### src/rtl/core/epoch_seconds_to_calendar_defines.svh
// ----------------------------------------------------------------------------
// Epoch seconds to calendar: assertion macros
// Concurrent assertion wrappers for the converter RTL of this block.
// ----------------------------------------------------------------------------
`ifndef EPOCH_SECONDS_TO_CALENDAR_DEFINES_SVH
`define EPOCH_SECONDS_TO_CALENDAR_DEFINES_SVH

`ifndef ASSERT_OFF
// Clocked assertion, muted while reset is held
`define ES2C_ASSERT(label, clk, rst_n, prop, msg) \
  label: assert property (@(posedge clk) disable iff (!rst_n) prop) else $error(msg);
// Clocked assertion that also holds during reset
`define ES2C_ASSERT_ALWAYS(label, clk, prop, msg) \
  label: assert property (@(posedge clk) prop) else $error(msg);
`else
`define ES2C_ASSERT(label, clk, rst_n, prop, msg)
`define ES2C_ASSERT_ALWAYS(label, clk, prop, msg)
`endif

`endif

### src/rtl/core/es2cal_pkg.sv
// ----------------------------------------------------------------------------
// Epoch seconds to calendar: package
// Constants, result layout and calendar helper functions.
// ----------------------------------------------------------------------------
package es2cal_pkg;

  // Reciprocal constants and divisors for the shared multiplier.
  // A quotient is (x * RECIP) >> shift, exact over the operand range used:
  //   days   = ((t >> 7)    * ceil(2^35 / 675)) >> 35, t < 2^32
  //   hour   = ((tod >> 4)  * ceil(2^21 / 225)) >> 21, tod < 86400
  //   minute = ((soh >> 2)  * ceil(2^14 / 15))  >> 14, soh < 3600
  //   week   = (wnum        * ceil(2^19 / 7))   >> 19, wnum < 2^16
  localparam logic [25:0] RECIP_DAY     = 26'd50903317;
  localparam logic [25:0] RECIP_HOUR    = 26'd9321;
  localparam logic [25:0] RECIP_MIN     = 26'd1093;
  localparam logic [25:0] RECIP_WEEK    = 26'd74899;
  localparam logic [25:0] SECS_PER_DAY  = 26'd86400;
  localparam logic [25:0] SECS_PER_HOUR = 26'd3600;
  localparam logic [25:0] SECS_PER_MIN  = 26'd60;
  localparam logic [25:0] DAYS_PER_WEEK = 26'd7;

  // 1970-01-01 was a Thursday
  localparam logic [15:0] EPOCH_WEEKDAY = 16'd4;
  // 1970 counted from 1900
  localparam logic [7:0]  EPOCH_YEAR_OFS = 8'd70;

  localparam logic [8:0]  DAYS_COMMON_YEAR = 9'd365;
  localparam logic [8:0]  DAYS_LEAP_YEAR   = 9'd366;
  // Day of year of February 28 and February 29
  localparam logic [8:0]  FEB28_YDAY = 9'd58;
  localparam logic [8:0]  FEB29_YDAY = 9'd59;

  localparam logic [3:0]  LAST_MONTH = 4'd11;

  // Result item, second in the lowest bits
  typedef struct packed {
    logic [4:0] day_of_month;
    logic [3:0] month;
    logic [8:0] day_of_year;
    logic [7:0] years_since_1900;
    logic [2:0] weekday;
    logic [4:0] hour;
    logic [5:0] minute;
    logic [5:0] second;
  } cal_result_t;

  // Cumulative days before each month of a common year
  function automatic logic [8:0] days_before_month(input logic [3:0] mon);
    logic [8:0] d;
    case (mon)
      4'd0:    d = 9'd0;
      4'd1:    d = 9'd31;
      4'd2:    d = 9'd59;
      4'd3:    d = 9'd90;
      4'd4:    d = 9'd120;
      4'd5:    d = 9'd151;
      4'd6:    d = 9'd181;
      4'd7:    d = 9'd212;
      4'd8:    d = 9'd243;
      4'd9:    d = 9'd273;
      4'd10:   d = 9'd304;
      4'd11:   d = 9'd334;
      default: d = 9'd0;
    endcase
    return d;
  endfunction

  // Gregorian leap rule for years 1900..2155 given as offset from 1900:
  // 1900 and 2100 are the only century years that are not leap here
  function automatic logic is_leap(input logic [7:0] yofs);
    return (yofs[1:0] == 2'b00) && (yofs != 8'd0) && (yofs != 8'd200);
  endfunction

endpackage

### src/rtl/core/epoch_seconds_to_calendar.sv
// ----------------------------------------------------------------------------
// Epoch seconds to UTC calendar
// Breaks an unsigned 32-bit seconds-since-1970 count into UTC calendar fields
// with one shared multiplier and one subtractor under a small sequencer.
// ----------------------------------------------------------------------------
//
//  Channel  | Ports                    | Payload
//  ---------+--------------------------+-------------------------------------
//  input    | in_tvalid/tready/tdata   | epoch_seconds [31:0]
//  result   | out_tvalid/tready/tdata  | second..day_of_month, 46 bits in 48
//
//  An item runs from acceptance to result through 8 multiply steps
//  (reciprocal quotient, then remainder, for days, hour, minute and
//  weekday), Y = years elapsed since 1970 plus one year walk steps,
//  M = 1..12 month scan steps and a publish step; the year walk dominates.
//  Reset is synchronous, active low, and clears the sequencer and out_tvalid.
//  in_tready is high only while idle; publish waits for a free output register.
//
module epoch_seconds_to_calendar (
  input  logic        clk,
  input  logic        rst_n,
  input  logic        in_tvalid,
  output logic        in_tready,
  input  logic [31:0] in_tdata,    // [31:0] epoch_seconds
  output logic        out_tvalid,
  input  logic        out_tready,
  output logic [47:0] out_tdata    // [5:0] second, [11:6] minute, [16:12] hour,
                                   // [19:17] weekday, [27:20] years_since_1900,
                                   // [36:28] day_of_year, [40:37] month,
                                   // [45:41] day_of_month, [47:46] zero
);

`include "epoch_seconds_to_calendar_defines.svh"

  typedef enum logic [3:0] {
    ST_IDLE,
    ST_DAY_Q,
    ST_DAY_R,
    ST_HOUR_Q,
    ST_HOUR_R,
    ST_MIN_Q,
    ST_MIN_R,
    ST_WDAY_Q,
    ST_WDAY_R,
    ST_YEAR,
    ST_MONTH,
    ST_DONE
  } state_t;

  state_t                  state_r, state_nxt;
  logic [31:0]             num_r, num_nxt;
  logic [15:0]             days_r, days_nxt;
  logic [16:0]             tod_r, tod_nxt;
  logic [11:0]             soh_r, soh_nxt;
  logic [15:0]             wnum_r, wnum_nxt;
  logic [12:0]             wq_r, wq_nxt;
  logic [5:0]              sec_r, sec_nxt;
  logic [5:0]              min_r, min_nxt;
  logic [4:0]              hour_r, hour_nxt;
  logic [2:0]              wday_r, wday_nxt;
  logic [7:0]              year_r, year_nxt;
  logic [8:0]              yday_r, yday_nxt;
  logic [8:0]              d_r, d_nxt;
  logic [3:0]              mon_r, mon_nxt;
  logic [4:0]              mday_r, mday_nxt;
  logic                    out_valid_r, out_valid_nxt;
  es2cal_pkg::cal_result_t out_data_r, out_data_nxt;

  // Shared multiplier and subtractor
  logic [25:0] mul_a, mul_b;
  logic [51:0] mul_p;
  logic [15:0] sub_a, sub_b;
  logic [16:0] sub_d;
  logic        sub_ge;
  logic        leap;
  logic        in_fire;

  assign leap    = es2cal_pkg::is_leap(year_r);
  assign in_fire = in_tvalid && in_tready;

  // Operand select for the one multiplier
  always_comb begin
    case (state_r)
      ST_DAY_Q: begin
        mul_a = {1'b0, num_r[31:7]};
        mul_b = es2cal_pkg::RECIP_DAY;
      end
      ST_DAY_R: begin
        mul_a = {10'd0, days_r};
        mul_b = es2cal_pkg::SECS_PER_DAY;
      end
      ST_HOUR_Q: begin
        mul_a = {13'd0, tod_r[16:4]};
        mul_b = es2cal_pkg::RECIP_HOUR;
      end
      ST_HOUR_R: begin
        mul_a = {21'd0, hour_r};
        mul_b = es2cal_pkg::SECS_PER_HOUR;
      end
      ST_MIN_Q: begin
        mul_a = {16'd0, soh_r[11:2]};
        mul_b = es2cal_pkg::RECIP_MIN;
      end
      ST_MIN_R: begin
        mul_a = {20'd0, min_r};
        mul_b = es2cal_pkg::SECS_PER_MIN;
      end
      ST_WDAY_Q: begin
        mul_a = {10'd0, wnum_r};
        mul_b = es2cal_pkg::RECIP_WEEK;
      end
      ST_WDAY_R: begin
        mul_a = {13'd0, wq_r};
        mul_b = es2cal_pkg::DAYS_PER_WEEK;
      end
      default: begin
        mul_a = '0;
        mul_b = '0;
      end
    endcase
  end

  assign mul_p = mul_a * mul_b;

  // Operand select for the one subtractor
  always_comb begin
    case (state_r)
      ST_YEAR: begin
        sub_a = days_r;
        sub_b = {7'd0, leap ? es2cal_pkg::DAYS_LEAP_YEAR : es2cal_pkg::DAYS_COMMON_YEAR};
      end
      ST_MONTH: begin
        sub_a = {7'd0, d_r};
        sub_b = {7'd0, es2cal_pkg::days_before_month(mon_r)};
      end
      default: begin
        sub_a = '0;
        sub_b = '0;
      end
    endcase
  end

  assign sub_d  = {1'b0, sub_a} - {1'b0, sub_b};
  assign sub_ge = ~sub_d[16];

  // Sequencer next state
  always_comb begin
    state_nxt     = state_r;
    num_nxt       = num_r;
    days_nxt      = days_r;
    tod_nxt       = tod_r;
    soh_nxt       = soh_r;
    wnum_nxt      = wnum_r;
    wq_nxt        = wq_r;
    sec_nxt       = sec_r;
    min_nxt       = min_r;
    hour_nxt      = hour_r;
    wday_nxt      = wday_r;
    year_nxt      = year_r;
    yday_nxt      = yday_r;
    d_nxt         = d_r;
    mon_nxt       = mon_r;
    mday_nxt      = mday_r;
    out_data_nxt  = out_data_r;
    out_valid_nxt = out_valid_r && !out_tready;

    case (state_r)
      ST_IDLE: begin
        if (in_tvalid) begin
          num_nxt   = in_tdata;
          state_nxt = ST_DAY_Q;
        end
      end

      // seconds / 86400 -> whole days
      ST_DAY_Q: begin
        days_nxt  = mul_p[50:35];
        state_nxt = ST_DAY_R;
      end

      // time of day; remainder fits in 17 bits so low bits suffice
      ST_DAY_R: begin
        tod_nxt   = num_r[16:0] - mul_p[16:0];
        wnum_nxt  = days_r + es2cal_pkg::EPOCH_WEEKDAY;
        state_nxt = ST_HOUR_Q;
      end

      // time of day / 3600 -> hour
      ST_HOUR_Q: begin
        hour_nxt  = mul_p[25:21];
        state_nxt = ST_HOUR_R;
      end

      // seconds within the hour
      ST_HOUR_R: begin
        soh_nxt   = tod_r[11:0] - mul_p[11:0];
        state_nxt = ST_MIN_Q;
      end

      // seconds of the hour / 60 -> minute
      ST_MIN_Q: begin
        min_nxt   = mul_p[19:14];
        state_nxt = ST_MIN_R;
      end

      // seconds within the minute
      ST_MIN_R: begin
        sec_nxt   = soh_r[5:0] - mul_p[5:0];
        state_nxt = ST_WDAY_Q;
      end

      // (days + 4) / 7
      ST_WDAY_Q: begin
        wq_nxt    = mul_p[31:19];
        state_nxt = ST_WDAY_R;
      end

      // (days + 4) mod 7 -> weekday
      ST_WDAY_R: begin
        wday_nxt  = wnum_r[2:0] - mul_p[2:0];
        year_nxt  = es2cal_pkg::EPOCH_YEAR_OFS;
        state_nxt = ST_YEAR;
      end

      // Take away whole years until the day of year is left
      ST_YEAR: begin
        if (sub_ge) begin
          days_nxt = sub_d[15:0];
          year_nxt = year_r + 8'd1;
        end else begin
          yday_nxt = days_r[8:0];
          d_nxt    = days_r[8:0];
          mday_nxt = 5'd1;
          // Fold leap years onto the common-year table
          if (leap && (days_r[8:0] > es2cal_pkg::FEB28_YDAY)) begin
            d_nxt = days_r[8:0] - 9'd1;
            if (days_r[8:0] == es2cal_pkg::FEB29_YDAY) begin
              mday_nxt = 5'd2;
            end
          end
          mon_nxt   = es2cal_pkg::LAST_MONTH;
          state_nxt = ST_MONTH;
        end
      end

      // Scan months downward until the table entry fits
      ST_MONTH: begin
        if (sub_ge) begin
          mday_nxt  = mday_r + sub_d[4:0];
          state_nxt = ST_DONE;
        end else begin
          mon_nxt = mon_r - 4'd1;
        end
      end

      // Publish once the output register is free
      ST_DONE: begin
        if (!out_valid_r || out_tready) begin
          out_data_nxt.second           = sec_r;
          out_data_nxt.minute           = min_r;
          out_data_nxt.hour             = hour_r;
          out_data_nxt.weekday          = wday_r;
          out_data_nxt.years_since_1900 = year_r;
          out_data_nxt.day_of_year      = yday_r;
          out_data_nxt.month            = mon_r;
          out_data_nxt.day_of_month     = mday_r;
          out_valid_nxt                 = 1'b1;
          state_nxt                     = ST_IDLE;
        end
      end

      default: begin
        state_nxt = ST_IDLE;
      end
    endcase
  end

  // State and registered outputs
  always_ff @(posedge clk) begin
    if (!rst_n) begin
      state_r     <= ST_IDLE;
      out_valid_r <= 1'b0;
    end else begin
      state_r     <= state_nxt;
      out_valid_r <= out_valid_nxt;
    end
    num_r      <= num_nxt;
    days_r     <= days_nxt;
    tod_r      <= tod_nxt;
    soh_r      <= soh_nxt;
    wnum_r     <= wnum_nxt;
    wq_r       <= wq_nxt;
    sec_r      <= sec_nxt;
    min_r      <= min_nxt;
    hour_r     <= hour_nxt;
    wday_r     <= wday_nxt;
    year_r     <= year_nxt;
    yday_r     <= yday_nxt;
    d_r        <= d_nxt;
    mon_r      <= mon_nxt;
    mday_r     <= mday_nxt;
    out_data_r <= out_data_nxt;
  end

  assign in_tready  = (state_r == ST_IDLE);
  assign out_tvalid = out_valid_r;
  assign out_tdata  = {2'b00, out_data_r};

  // Checks
  `ES2C_ASSERT(a_accept_starts_divide, clk, rst_n,
               in_fire |=> (state_r == ST_DAY_Q), "accepted transaction did not start")
  `ES2C_ASSERT(a_hour_in_range, clk, rst_n,
               (state_r == ST_HOUR_R) |-> (hour_r <= 5'd23), "hour out of range")
  `ES2C_ASSERT(a_year_in_range, clk, rst_n,
               (state_r == ST_YEAR) |-> (year_r <= 8'd206), "year walk ran past 2106")
  `ES2C_ASSERT(a_month_day_folded, clk, rst_n,
               (state_r == ST_MONTH) |-> (d_r <= 9'd364), "folded day of year out of range")
  `ES2C_ASSERT(a_mday_nonzero, clk, rst_n,
               out_tvalid |-> (out_tdata[45:41] != 5'd0), "day of month is zero")

endmodule

### config.mk
export PLATFORM = sky130hd
export DESIGN_NAME = epoch_seconds_to_calendar
export DESIGN_NICKNAME = d
export VERILOG_FILES = /design/src/rtl/core/es2cal_pkg.sv /design/src/rtl/core/epoch_seconds_to_calendar.sv
export VERILOG_INCLUDE_DIRS = /design/src /design/src/rtl/core
export SDC_FILE = /design/constraint.sdc
export NUM_CORES = 1
export LEC_CHECK = 0
export BUFFER_PORTS_ARGS = -buffer_cell sky130_fd_sc_hd__buf_4
export CAP_MARGIN = 25
export CORE_MARGIN = 2
export CORE_UTILIZATION = 59
export DETAILED_ROUTE_END_ITERATION = 16
export PLACE_DENSITY = 0.78
export REMOVE_ABC_BUFFERS = 1
export SYNTH_ARGS = -nofsm -noshare
export SYNTH_HDL_FRONTEND = slang
export SYNTH_SLANG_ARGS = --single-unit
### constraint.sdc
create_clock -name clk -period 9.2 [get_ports clk]
set_input_delay 0.46 -clock clk [delete_from_list [all_inputs] [get_ports clk]]
set_output_delay 0.46 -clock clk [all_outputs]
set_load 0.02 [all_outputs]
==> results of run 1 <==
-- cells in the mapped netlist, types with 14 or more instances --
| master | n |
|---|---|
| sky130_fd_sc_hd__nor2_1 | 92 |
| sky130_fd_sc_hd__nand4_1 | 16 |
| sky130_fd_sc_hd__dfxtp_1 | 14 |
| sky130_fd_sc_hd__edfxtp_1 | 207 |
| sky130_fd_sc_hd__nor3_1 | 21 |
| sky130_fd_sc_hd__xor2_1 | 44 |
| sky130_fd_sc_hd__clkbuf_1 | 45 |
| sky130_fd_sc_hd__inv_1 | 663 |
| sky130_fd_sc_hd__a22oi_1 | 26 |
| sky130_fd_sc_hd__a21o_1 | 30 |
| sky130_fd_sc_hd__nand3_1 | 29 |
| sky130_fd_sc_hd__xnor2_1 | 62 |
| sky130_fd_sc_hd__and3_1 | 45 |
| sky130_fd_sc_hd__nor2b_1 | 16 |
| sky130_fd_sc_hd__o21ai_0 | 57 |
| sky130_fd_sc_hd__and2_1 | 33 |
| sky130_fd_sc_hd__nand2b_1 | 14 |
| sky130_fd_sc_hd__a21oi_1 | 107 |
| sky130_fd_sc_hd__ha_1 | 298 |
| sky130_fd_sc_hd__fa_1 | 406 |
| sky130_fd_sc_hd__nand2_1 | 208 |
-- metal layers --
metal  up-vias  GRT usage
met1      9707      0.415
met5         -          0
met3       169     0.0709
li1       8707          -
met4         0      0.121
met2       757      0.523
-- final cells by class --
| cell class | count | area, um2 | share of cell area |
|---|---|---|---|
| Clock buffer | 34 | 709 | 0.0239 |
| Clock inverter | 12 | 153 | 0.00513 |
| Timing Repair Buffer | 124 | 956 | 0.0321 |
| Antenna cell | 2 | 5.00 | 0.000168 |
| Inverter | 664 | 2490 | 0.0839 |
| Multi-Input combinational cell | 1792 | 18200 | 0.611 |
| Tap cell | 600 | 751 | 0.0252 |
| Sequential cell | 221 | 6500 | 0.219 |
-- through the flow --
step                      std cells  TNS (ns)  hold WS [ns]   util  instance area (um2)
after floorplan                2677    -58.17         0.400      -                27100
after global placement         3396         0         0.402  0.636                28800
after detailed placement       3396         0         0.405  0.636                28800
after CTS                      3442         0        0.0452  0.655                29600
after global routing           3447         0        0.0606  0.656                29700
final                          3449         0        0.0662  0.657                29700
-- cells by family (layout without fill, tap and decap cells) --
logic type,count (synthesis),in the layout,share of synthesized area
other cells,2,105,0.000279
flops,221,221,0.241
simple gates,524,524,0.0932
compound gates,346,346,0.0853
buf+inv,726,834,0.102
mux,9,9,0.00399
xor+xnor,106,106,0.0344
fa+ha+maj,704,704,0.440
-- state kept, by name, indices dropped and copies added (netlist names), 3 cells and up, named ones only --
| name | flops |
|---|---|
| out_tdata | 46 |
| num_r | 32 |
| tod_r | 17 |
| days_r | 16 |
| wnum_r | 16 |
| wq_r | 13 |
| soh_r | 12 |
| d_r | 9 |
| yday_r | 9 |
| year_r | 8 |
| min_r | 6 |
| sec_r | 6 |
| hour_r | 5 |
| mday_r | 5 |
| mon_r | 4 |
| state_r | 4 |
| wday_r | 3 |
-- timing repair --
| action | CTS | global route |
|---|---|---|
| hold buffers | 0 | 0 |
| gates resized for setup | 0 | 14 |
| endpoints found under the setup margin | 0 | 11 |
| setup buffers | 0 | 5 |
-- final timing paths --
path                             startpoint            to  slack (ns)  cells after the start
worst max-delay path             state_r[1]    days_r[12]        0.46                     26
worst min-delay path            in_tdata[5]      num_r[5]        0.07                      1
worst max register to register   state_r[1]    days_r[12]        0.46                     26
worst min register to register     sec_r[3]  out_tdata[3]        0.42                      0
==> impl_metrics.toml, run 1 <==
[logic_synthesis]
synth_top_area_share = 0.302
count_of_warnings_emitted_by_yosys = 0
synthCells = 2638
yosys-top-cells-area = "sky130_fd_sc_hd__fa_1 (30%), sky130_fd_sc_hd__edfxtp_1 (23%), sky130_fd_sc_hd__ha_1 (14%)"
synth_largest_area_cell = "sky130_fd_sc_hd__fa_1"
synth_flop_cell = "sky130_fd_sc_hd__edfxtp_1"
ys_seq_elements = 221
synth_async_sr_flop_share = 0
sequential_share_of_the_synthesized_area = 0.241
netlist_area_um2 = 27000
syn_area_per_cell_um2 = 10.2
synth-edff-count = 207
yosysUniqueCellTypes = 78

[timing]
report.final.hold_viol_count = 0
layout_min_cycle_time_ns = 8.74
finClkSkew_ns = 0.0165
slew-limit-headroom = 0.327
maxClockFrequency_ghz = 0.114
timing.final.ws_setup_ns = 0.455
maxSlewViolCount = 0
final-setup-viol-count = 0
worst_pin_slew_ns = 1.01
ratio_of_final_minimum_period_to_clock_period = 0.951
rsz0062_at_grt = "false"

[run_status]
outcome = "finished clean"

[cts]
worst_skew_late_latency_ns = 0.57
tritoncts_clock_tree = "yes"
numCtsBuffers = 25
clock-root-buffer = "sky130_fd_sc_hd__clkbuf_16"
ctsLongestPathBuffers = 3
clk_pin_slew_ns = 0.06
ctsHtreeMaxLevel = 1
cts.sink_count = 221

[setup_path]
critical_path_peak_fanout = 20
timing.critical_path.mode_cell = "sky130_fd_sc_hd__fa_1"
worst_path_largest_cell_delay_ns = 0.57
crit_path_top_delay_cell = "sky130_fd_sc_hd__fa_1"
crit_type = "flop to flop"
timing.critical_path.arrival_ns = 9.05
crit_path_leading_delay_family = "adder cells"
crit_required_ns = 9.51
cp-end-kind = "flop"
startpoint_type = "flop"
crit_buf_inv = 5

[drt]
route.final.wire_length_um = 73300
detailroute.via_count = 19300
initial_drc_count = 1613
drt_drc_violations_left = 0
detailedRoute.firstPassIterationCount = 6
met2WireLength_um = 34600
via_per_inst = 5.61
wl_met3_um = 6290
route.antenna.remaining_nets = 0
wl_per_cell_um = 21.2
drt-met1-wl_um = 29300
dr.max_layer_used = "met4"

[final_layout]
area_growth_syn_to_layout_pct = 10.3
final_layout_size_suffix_gt1_frac = 0.0741
layout_common_cells = "sky130_fd_sc_hd__inv_1 (663), sky130_fd_sc_hd__fa_1 (406), sky130_fd_sc_hd__ha_1 (298), sky130_fd_sc_hd__nand2_1 (208), sky130_fd_sc_hd__edfxtp_1 (207)"
filler_cell_count = 3589
mostFrequentLayoutCell = "sky130_fd_sc_hd__inv_1"
final_net_count = 3568

[die]
die_height_um = 218
die_footprint_um2 = 47400
floorplan.io_pins = 86
placementRows = 78
floorplan.initialDensity = 0.595
floorplan.die.width_um = 218
floorplan.core_area_um2 = 45300

[global_route]
antenna_found_initial = 1
grt_start_max_net_pins = 56
grt_use_total = 0.318
global_route.overflow_total = 0
global_route_wire_length_before_repair_um = 113000
first_global_vias = 20300

[placed_design]
place.detailed.hpwl_um = 61600
place.port_buffers = 83
preCtsSetupSlack_ns = 0.186
place_congestion = 1.03

[hold_path]
worstHoldPathType = "input pin to flop"

[job]
number_of_max_capacitance_violations_reported = 0
Power of run 1 is left out: the tool's default activity adds up to more than one toggle a clock period on the data nets, which glitch-free logic cannot reach.
==> inputs of run 2 (changes only) <==
--- a/config.mk
+++ b/config.mk
@@ -12,6 +12,7 @@
 export CORE_UTILIZATION = 59
 export DETAILED_ROUTE_END_ITERATION = 16
 export PLACE_DENSITY = 0.78
+export RECOVER_POWER = 25
 export REMOVE_ABC_BUFFERS = 1
 export SYNTH_ARGS = -nofsm -noshare
 export SYNTH_HDL_FRONTEND = slang
==> run 2 against run 1 <==
Compared with the run above: core utilization shrank 0.22 points; setup slack worse by 0.013 ns; final area shrank 0.34%; clock skew decreased by 0.0015 ns; via count hardly changed; final cell count stayed put; register-to-register slack is essentially flat; maximum frequency shrank 0.15%; non-clock buffer count unchanged; die area unchanged; critical endpoint unchanged; largest cell class unchanged.
==> impl_metrics.toml, run 2 (synthesized netlist as in run 1, its figures left out) <==
[global_route]
grt_start_max_net_pins = 56
first_global_vias = 20300
global_route_wire_length_before_repair_um = 113000
antenna_found_initial = 1
global_route.overflow_total = 0
grt_use_total = 0.318

[placed_design]
place.detailed.hpwl_um = 61600
dpl_cell_area_um2 = 28800
post-place-cells = 3396
place_congestion = 1.03
place.port_buffers = 83

[timing]
finClkSkew_ns = 0.0150
ratio_of_final_minimum_period_to_clock_period = 0.952
slew-limit-headroom = 0.331
maxSlewViolCount = 0
worst_pin_slew_ns = 1.00
layout_min_cycle_time_ns = 8.76
final-setup-viol-count = 0
maxClockFrequency_ghz = 0.114
rsz0062_at_grt = "false"
report.final.hold_viol_count = 0
timing.hold.ws_ns = 0.0867

[drt]
detailroute.via_count = 19300
route.final.wire_length_um = 73200
route.antenna.remaining_nets = 0
detailedRoute.firstPassIterationCount = 6
wl_per_cell_um = 21.2
drt_drc_violations_left = 0
via_per_inst = 5.61
initial_drc_count = 1542

[die]
placementRows = 78
floorplan.io_pins = 86
die_height_um = 218
floorplan.initialDensity = 0.595
floorplan.core_area_um2 = 45300
floorplan.die.width_um = 218
die_footprint_um2 = 47400

[final_layout]
largest_register_ff_count = 46
area_of_the_multi_input_gates_um2 = 18200
finish.utilization = 0.654
area.sequential_um2 = 6500
finalNonFillerCells = 3449
final_layout_size_suffix_gt1_frac = 0.0646
layout_common_cells = "sky130_fd_sc_hd__inv_1 (663), sky130_fd_sc_hd__fa_1 (406), sky130_fd_sc_hd__ha_1 (298), sky130_fd_sc_hd__nand2_1 (208), sky130_fd_sc_hd__edfxtp_1 (207)"
filler_cell_count = 3607
area_growth_syn_to_layout_pct = 9.92
final_net_count = 3568
final_design_area_no_fill_um2 = 29600
mostFrequentLayoutCell = "sky130_fd_sc_hd__inv_1"

[setup_path]
startpoint_type = "flop"
crit_required_ns = 9.50
cp-end-kind = "flop"
worst_path_largest_cell_delay_ns = 0.57
crit_path_top_delay_cell = "sky130_fd_sc_hd__fa_1"
critical_path_peak_fanout = 20
crit_type = "flop to flop"
timing.critical_path.mode_cell = "sky130_fd_sc_hd__fa_1"
reg2regPathDepth = 26
timing.critical_path.arrival_ns = 9.06

[cts]
tritoncts_clock_tree = "yes"
ctsHtreeMaxLevel = 1
worst_skew_late_latency_ns = 0.57
ctsLongestPathBuffers = 3
numCtsBuffers = 25
clock-root-buffer = "sky130_fd_sc_hd__clkbuf_16"
clk_pin_slew_ns = 0.06
cts.hold.buffers_added = 0
cts.sink_count = 221

[hold_path]
timing.hold.worst_path_depth = 1
worstHoldPathType = "input pin to flop"

[job]
number_of_max_capacitance_violations_reported = 0

[run_status]
outcome = "finished clean"
==> run 2: changes by cell type in the layout (fill, tap and decap cells not counted), sizes merged <==
cell / change
clkbuf: +56
buf: -56
==> run 2: what timing repair did <==
| item | in CTS | in global routing |
|---|---|---|
| gates resized for setup | 0 | 14 |
| buffers inserted | 0 | 5 |
| setup endpoints to repair | 0 | 11 |
==> run 2: per-stage QoR <==
| step | TNS [ns] | worst slack, ns |
|---|---|---|
| after floorplan | -58.17 | -1.85 |
| after global placement | 0 | 0.419 |
| after detailed placement | 0 | 0.186 |
| after CTS | 0 | 0.133 |
| after global routing | 0 | 0.0389 |
| final | 0 | 0.442 |
==> run 2: layout make-up <==
class | count | share of cell area
Timing Repair Buffer | 124 | 0.0288
Multi-Input combinational cell | 1792 | 0.613
Sequential cell | 221 | 0.219
Clock buffer | 34 | 0.0239
Antenna cell | 2 | 0.000169
Clock inverter | 12 | 0.00515
Tap cell | 600 | 0.0253
Inverter | 664 | 0.0842
==> run 2: critical path: cells and delay by family (launching register included) <==
family | cells | cell delay, ns
simple gates | 8 | 1.99
buf+inv | 5 | 0.47
compound gates | 5 | 1.58
fa+ha+maj | 8 | 3.90
flops | 1 | 0.54
==> run 2: final timing paths <==
check / from / to / slack, ns
setup / recovery: state_r[1] / days_r[12] / 0.44
hold / removal: in_tdata[5] / num_r[5] / 0.09
setup reg to reg: state_r[1] / days_r[12] / 0.44
hold reg to reg: sec_r[3] / out_tdata[3] / 0.42
==> run 2: metal layers <==
metal	part of all wire	routed length [um]	track usage
met2	0.47	34700	0.523
met5	0	0	0
met3	0.085	6220	0.0709
met4	0.041	3010	0.121
met1	0.40	29300	0.415
Power of run 2 is left out for the same reason.
==> inputs of run 3 (changes only) <==
--- a/config.mk
+++ b/config.mk
@@ -9,9 +9,10 @@
 export BUFFER_PORTS_ARGS = -buffer_cell sky130_fd_sc_hd__buf_4
 export CAP_MARGIN = 25
 export CORE_MARGIN = 2
-export CORE_UTILIZATION = 59
+export CORE_UTILIZATION = 60
+export CTS_BUF_LIST = sky130_fd_sc_hd__clkbuf_8
 export DETAILED_ROUTE_END_ITERATION = 16
-export PLACE_DENSITY = 0.78
+export PLACE_DENSITY = 0.79
 export RECOVER_POWER = 25
 export REMOVE_ABC_BUFFERS = 1
 export SYNTH_ARGS = -nofsm -noshare
==> run 3 against run 2 <==
Compared with the run above: highest routed layer is now met5; core utilization rose by 2.4 points; die area fell by 1.6%; largest cell class unchanged; clock skew rose by 0.031 ns; register-to-register slack improved by 0.06 ns.
==> impl_metrics.toml, run 3 (synthesized netlist as in run 1, its figures left out) <==
[run_status]
outcome = "finished clean"

[timing]
worst_pin_slew_ns = 0.926
tns_ns = 0
rsz0062_at_grt = "false"
final-setup-viol-count = 0
slew-limit-headroom = 0.383
report.final.hold_viol_count = 0
finClkSkew_ns = 0.0458
maxSlewViolCount = 0
ratio_of_final_minimum_period_to_clock_period = 0.945
layout_min_cycle_time_ns = 8.69
maxClockFrequency_ghz = 0.115

[final_layout]
mostFrequentLayoutCell = "sky130_fd_sc_hd__inv_1"
largest_register_ff_count = 46
filler_cell_count = 3441
final_net_count = 3631
final_layout_size_suffix_gt1_frac = 0.0827
layout_common_cells = "sky130_fd_sc_hd__inv_1 (670), sky130_fd_sc_hd__fa_1 (406), sky130_fd_sc_hd__ha_1 (298), sky130_fd_sc_hd__nand2_1 (208), sky130_fd_sc_hd__edfxtp_1 (207)"
area_growth_syn_to_layout_pct = 11.5
insertedDiodeCount = 0

[cts]
clk_pin_slew_ns = 0.07
tritoncts_clock_tree = "yes"
ctsHtreeMaxLevel = 2
ctsLongestPathBuffers = 3
clock-root-buffer = "sky130_fd_sc_hd__clkbuf_8"
numCtsBuffers = 42
worst_skew_late_latency_ns = 0.64
cts.sink_count = 221

[setup_path]
crit_path_leading_delay_family = "adder cells"
crit_buf_inv = 7
cp-end-kind = "flop"
startpoint_type = "flop"
crit_type = "flop to flop"
worst_path_largest_cell_delay_ns = 0.62
critical_path_peak_fanout = 17
r2r_slack_ns = 0.51
crit_path_top_delay_cell = "sky130_fd_sc_hd__o211ai_1"
timing.critical_path.arrival_ns = 9.17
crit_required_ns = 9.68

[drt]
route.final.wire_length_um = 77800
detailroute.via_count = 19800
wl_per_cell_um = 22.1
initial_drc_count = 1788
drt_drc_violations_left = 0
detailedRoute.firstPassIterationCount = 6
route.antenna.remaining_nets = 0
via_per_inst = 5.63

[global_route]
grt_start_max_net_pins = 47
global_route_wire_length_before_repair_um = 120000
global_route.overflow_total = 0
grt_use_total = 0.346
antenna_found_initial = 2
first_global_vias = 21000

[die]
die_footprint_um2 = 46600
floorplan.io_pins = 86
placementRows = 77
floorplan.core_area_um2 = 44300
floorplan.die.width_um = 216
die_height_um = 216
floorplan.initialDensity = 0.608

[job]
number_of_max_capacitance_violations_reported = 0

[placed_design]
place.detailed.hpwl_um = 65100
place_congestion = 1.00
place.port_buffers = 83

[hold_path]
worstHoldPathType = "input pin to flop"
run 3: cell types whose count changed in the layout (fill, tap and decap cells not counted), sizes merged, moves of 2 or more:
cell and delta:
buf +37, bufinv +2, clkinv +17, diode -2
dlygate4sd3 +19, inv +4
run 3: layout make-up:
class,count,area (um2),area share
Multi-Input combinational cell,1792,18100,0.603
Sequential cell,221,6500,0.216
Inverter,664,2490,0.0830
Timing Repair Buffer,170,1300,0.0431
Tap cell,592,741,0.0246
Clock buffer,44,606,0.0201
Clock inverter,34,290,0.00965
run 3: worst reg2reg max path: cells and delay by family (launching register included):
| family | cells | cell delay [ns] |
|---|---|---|
| adders and majority gates | 8 | 3.56 |
| AOI/OAI and AO/OA | 9 | 2.53 |
| and+or+nand+nor | 4 | 0.91 |
| buffers and inverters | 7 | 0.62 |
| DFF | 1 | 0.55 |
| muxes | 1 | 0.37 |
run 3: path summary, 6_finish.rpt:
path | end | from | cells after the start
hold / removal | num_r[11] | in_tdata[11] | 1
setup reg to reg | days_r[15] | state_r[1] | 29
hold reg to reg | out_tdata[29] | yday_r[1] | 0
setup / recovery | days_r[15] | state_r[1] | 29
run 3: per-layer routing:
metal / global-route usage / vias up / routed length (um) / part of all wire
met1: 0.470 / 10000 / 32400 / 0.42
met3: 0.0571 / 160 / 5870 / 0.075
met4: 0.121 / 4 / 2980 / 0.038
li1: - / 8852 / - / -
met5: 0 / - / 27 / 0.00035
met2: 0.568 / 752 / 36600 / 0.47
run 3: metrics by stage:
stage | util | instances | setup slack (ns) | hold slack, ns | cell area [um2]
floorplan | - | 2677 | -1.85 | 0.400 | 27100
global placement | 0.653 | 3415 | 0.372 | 0.401 | 29000
detailed placement | 0.653 | 3415 | 0.203 | 0.405 | 29000
CTS | 0.678 | 3512 | 0.181 | 0.00770 | 30000
global route | 0.678 | 3517 | 0.0240 | 0.0343 | 30100
finish | 0.678 | 3517 | 0.507 | 0.0485 | 30100
run 3: what timing repair did:
| action | in CTS | in global routing |
|---|---|---|
| endpoints found under the setup margin | 0 | 19 |
| hold buffers | 19 | 0 |
| setup buffers | 0 | 4 |
| endpoints found under the hold margin | 19 | 0 |
| resized for setup | 0 | 9 |
Power of run 3 is left out for the same reason.
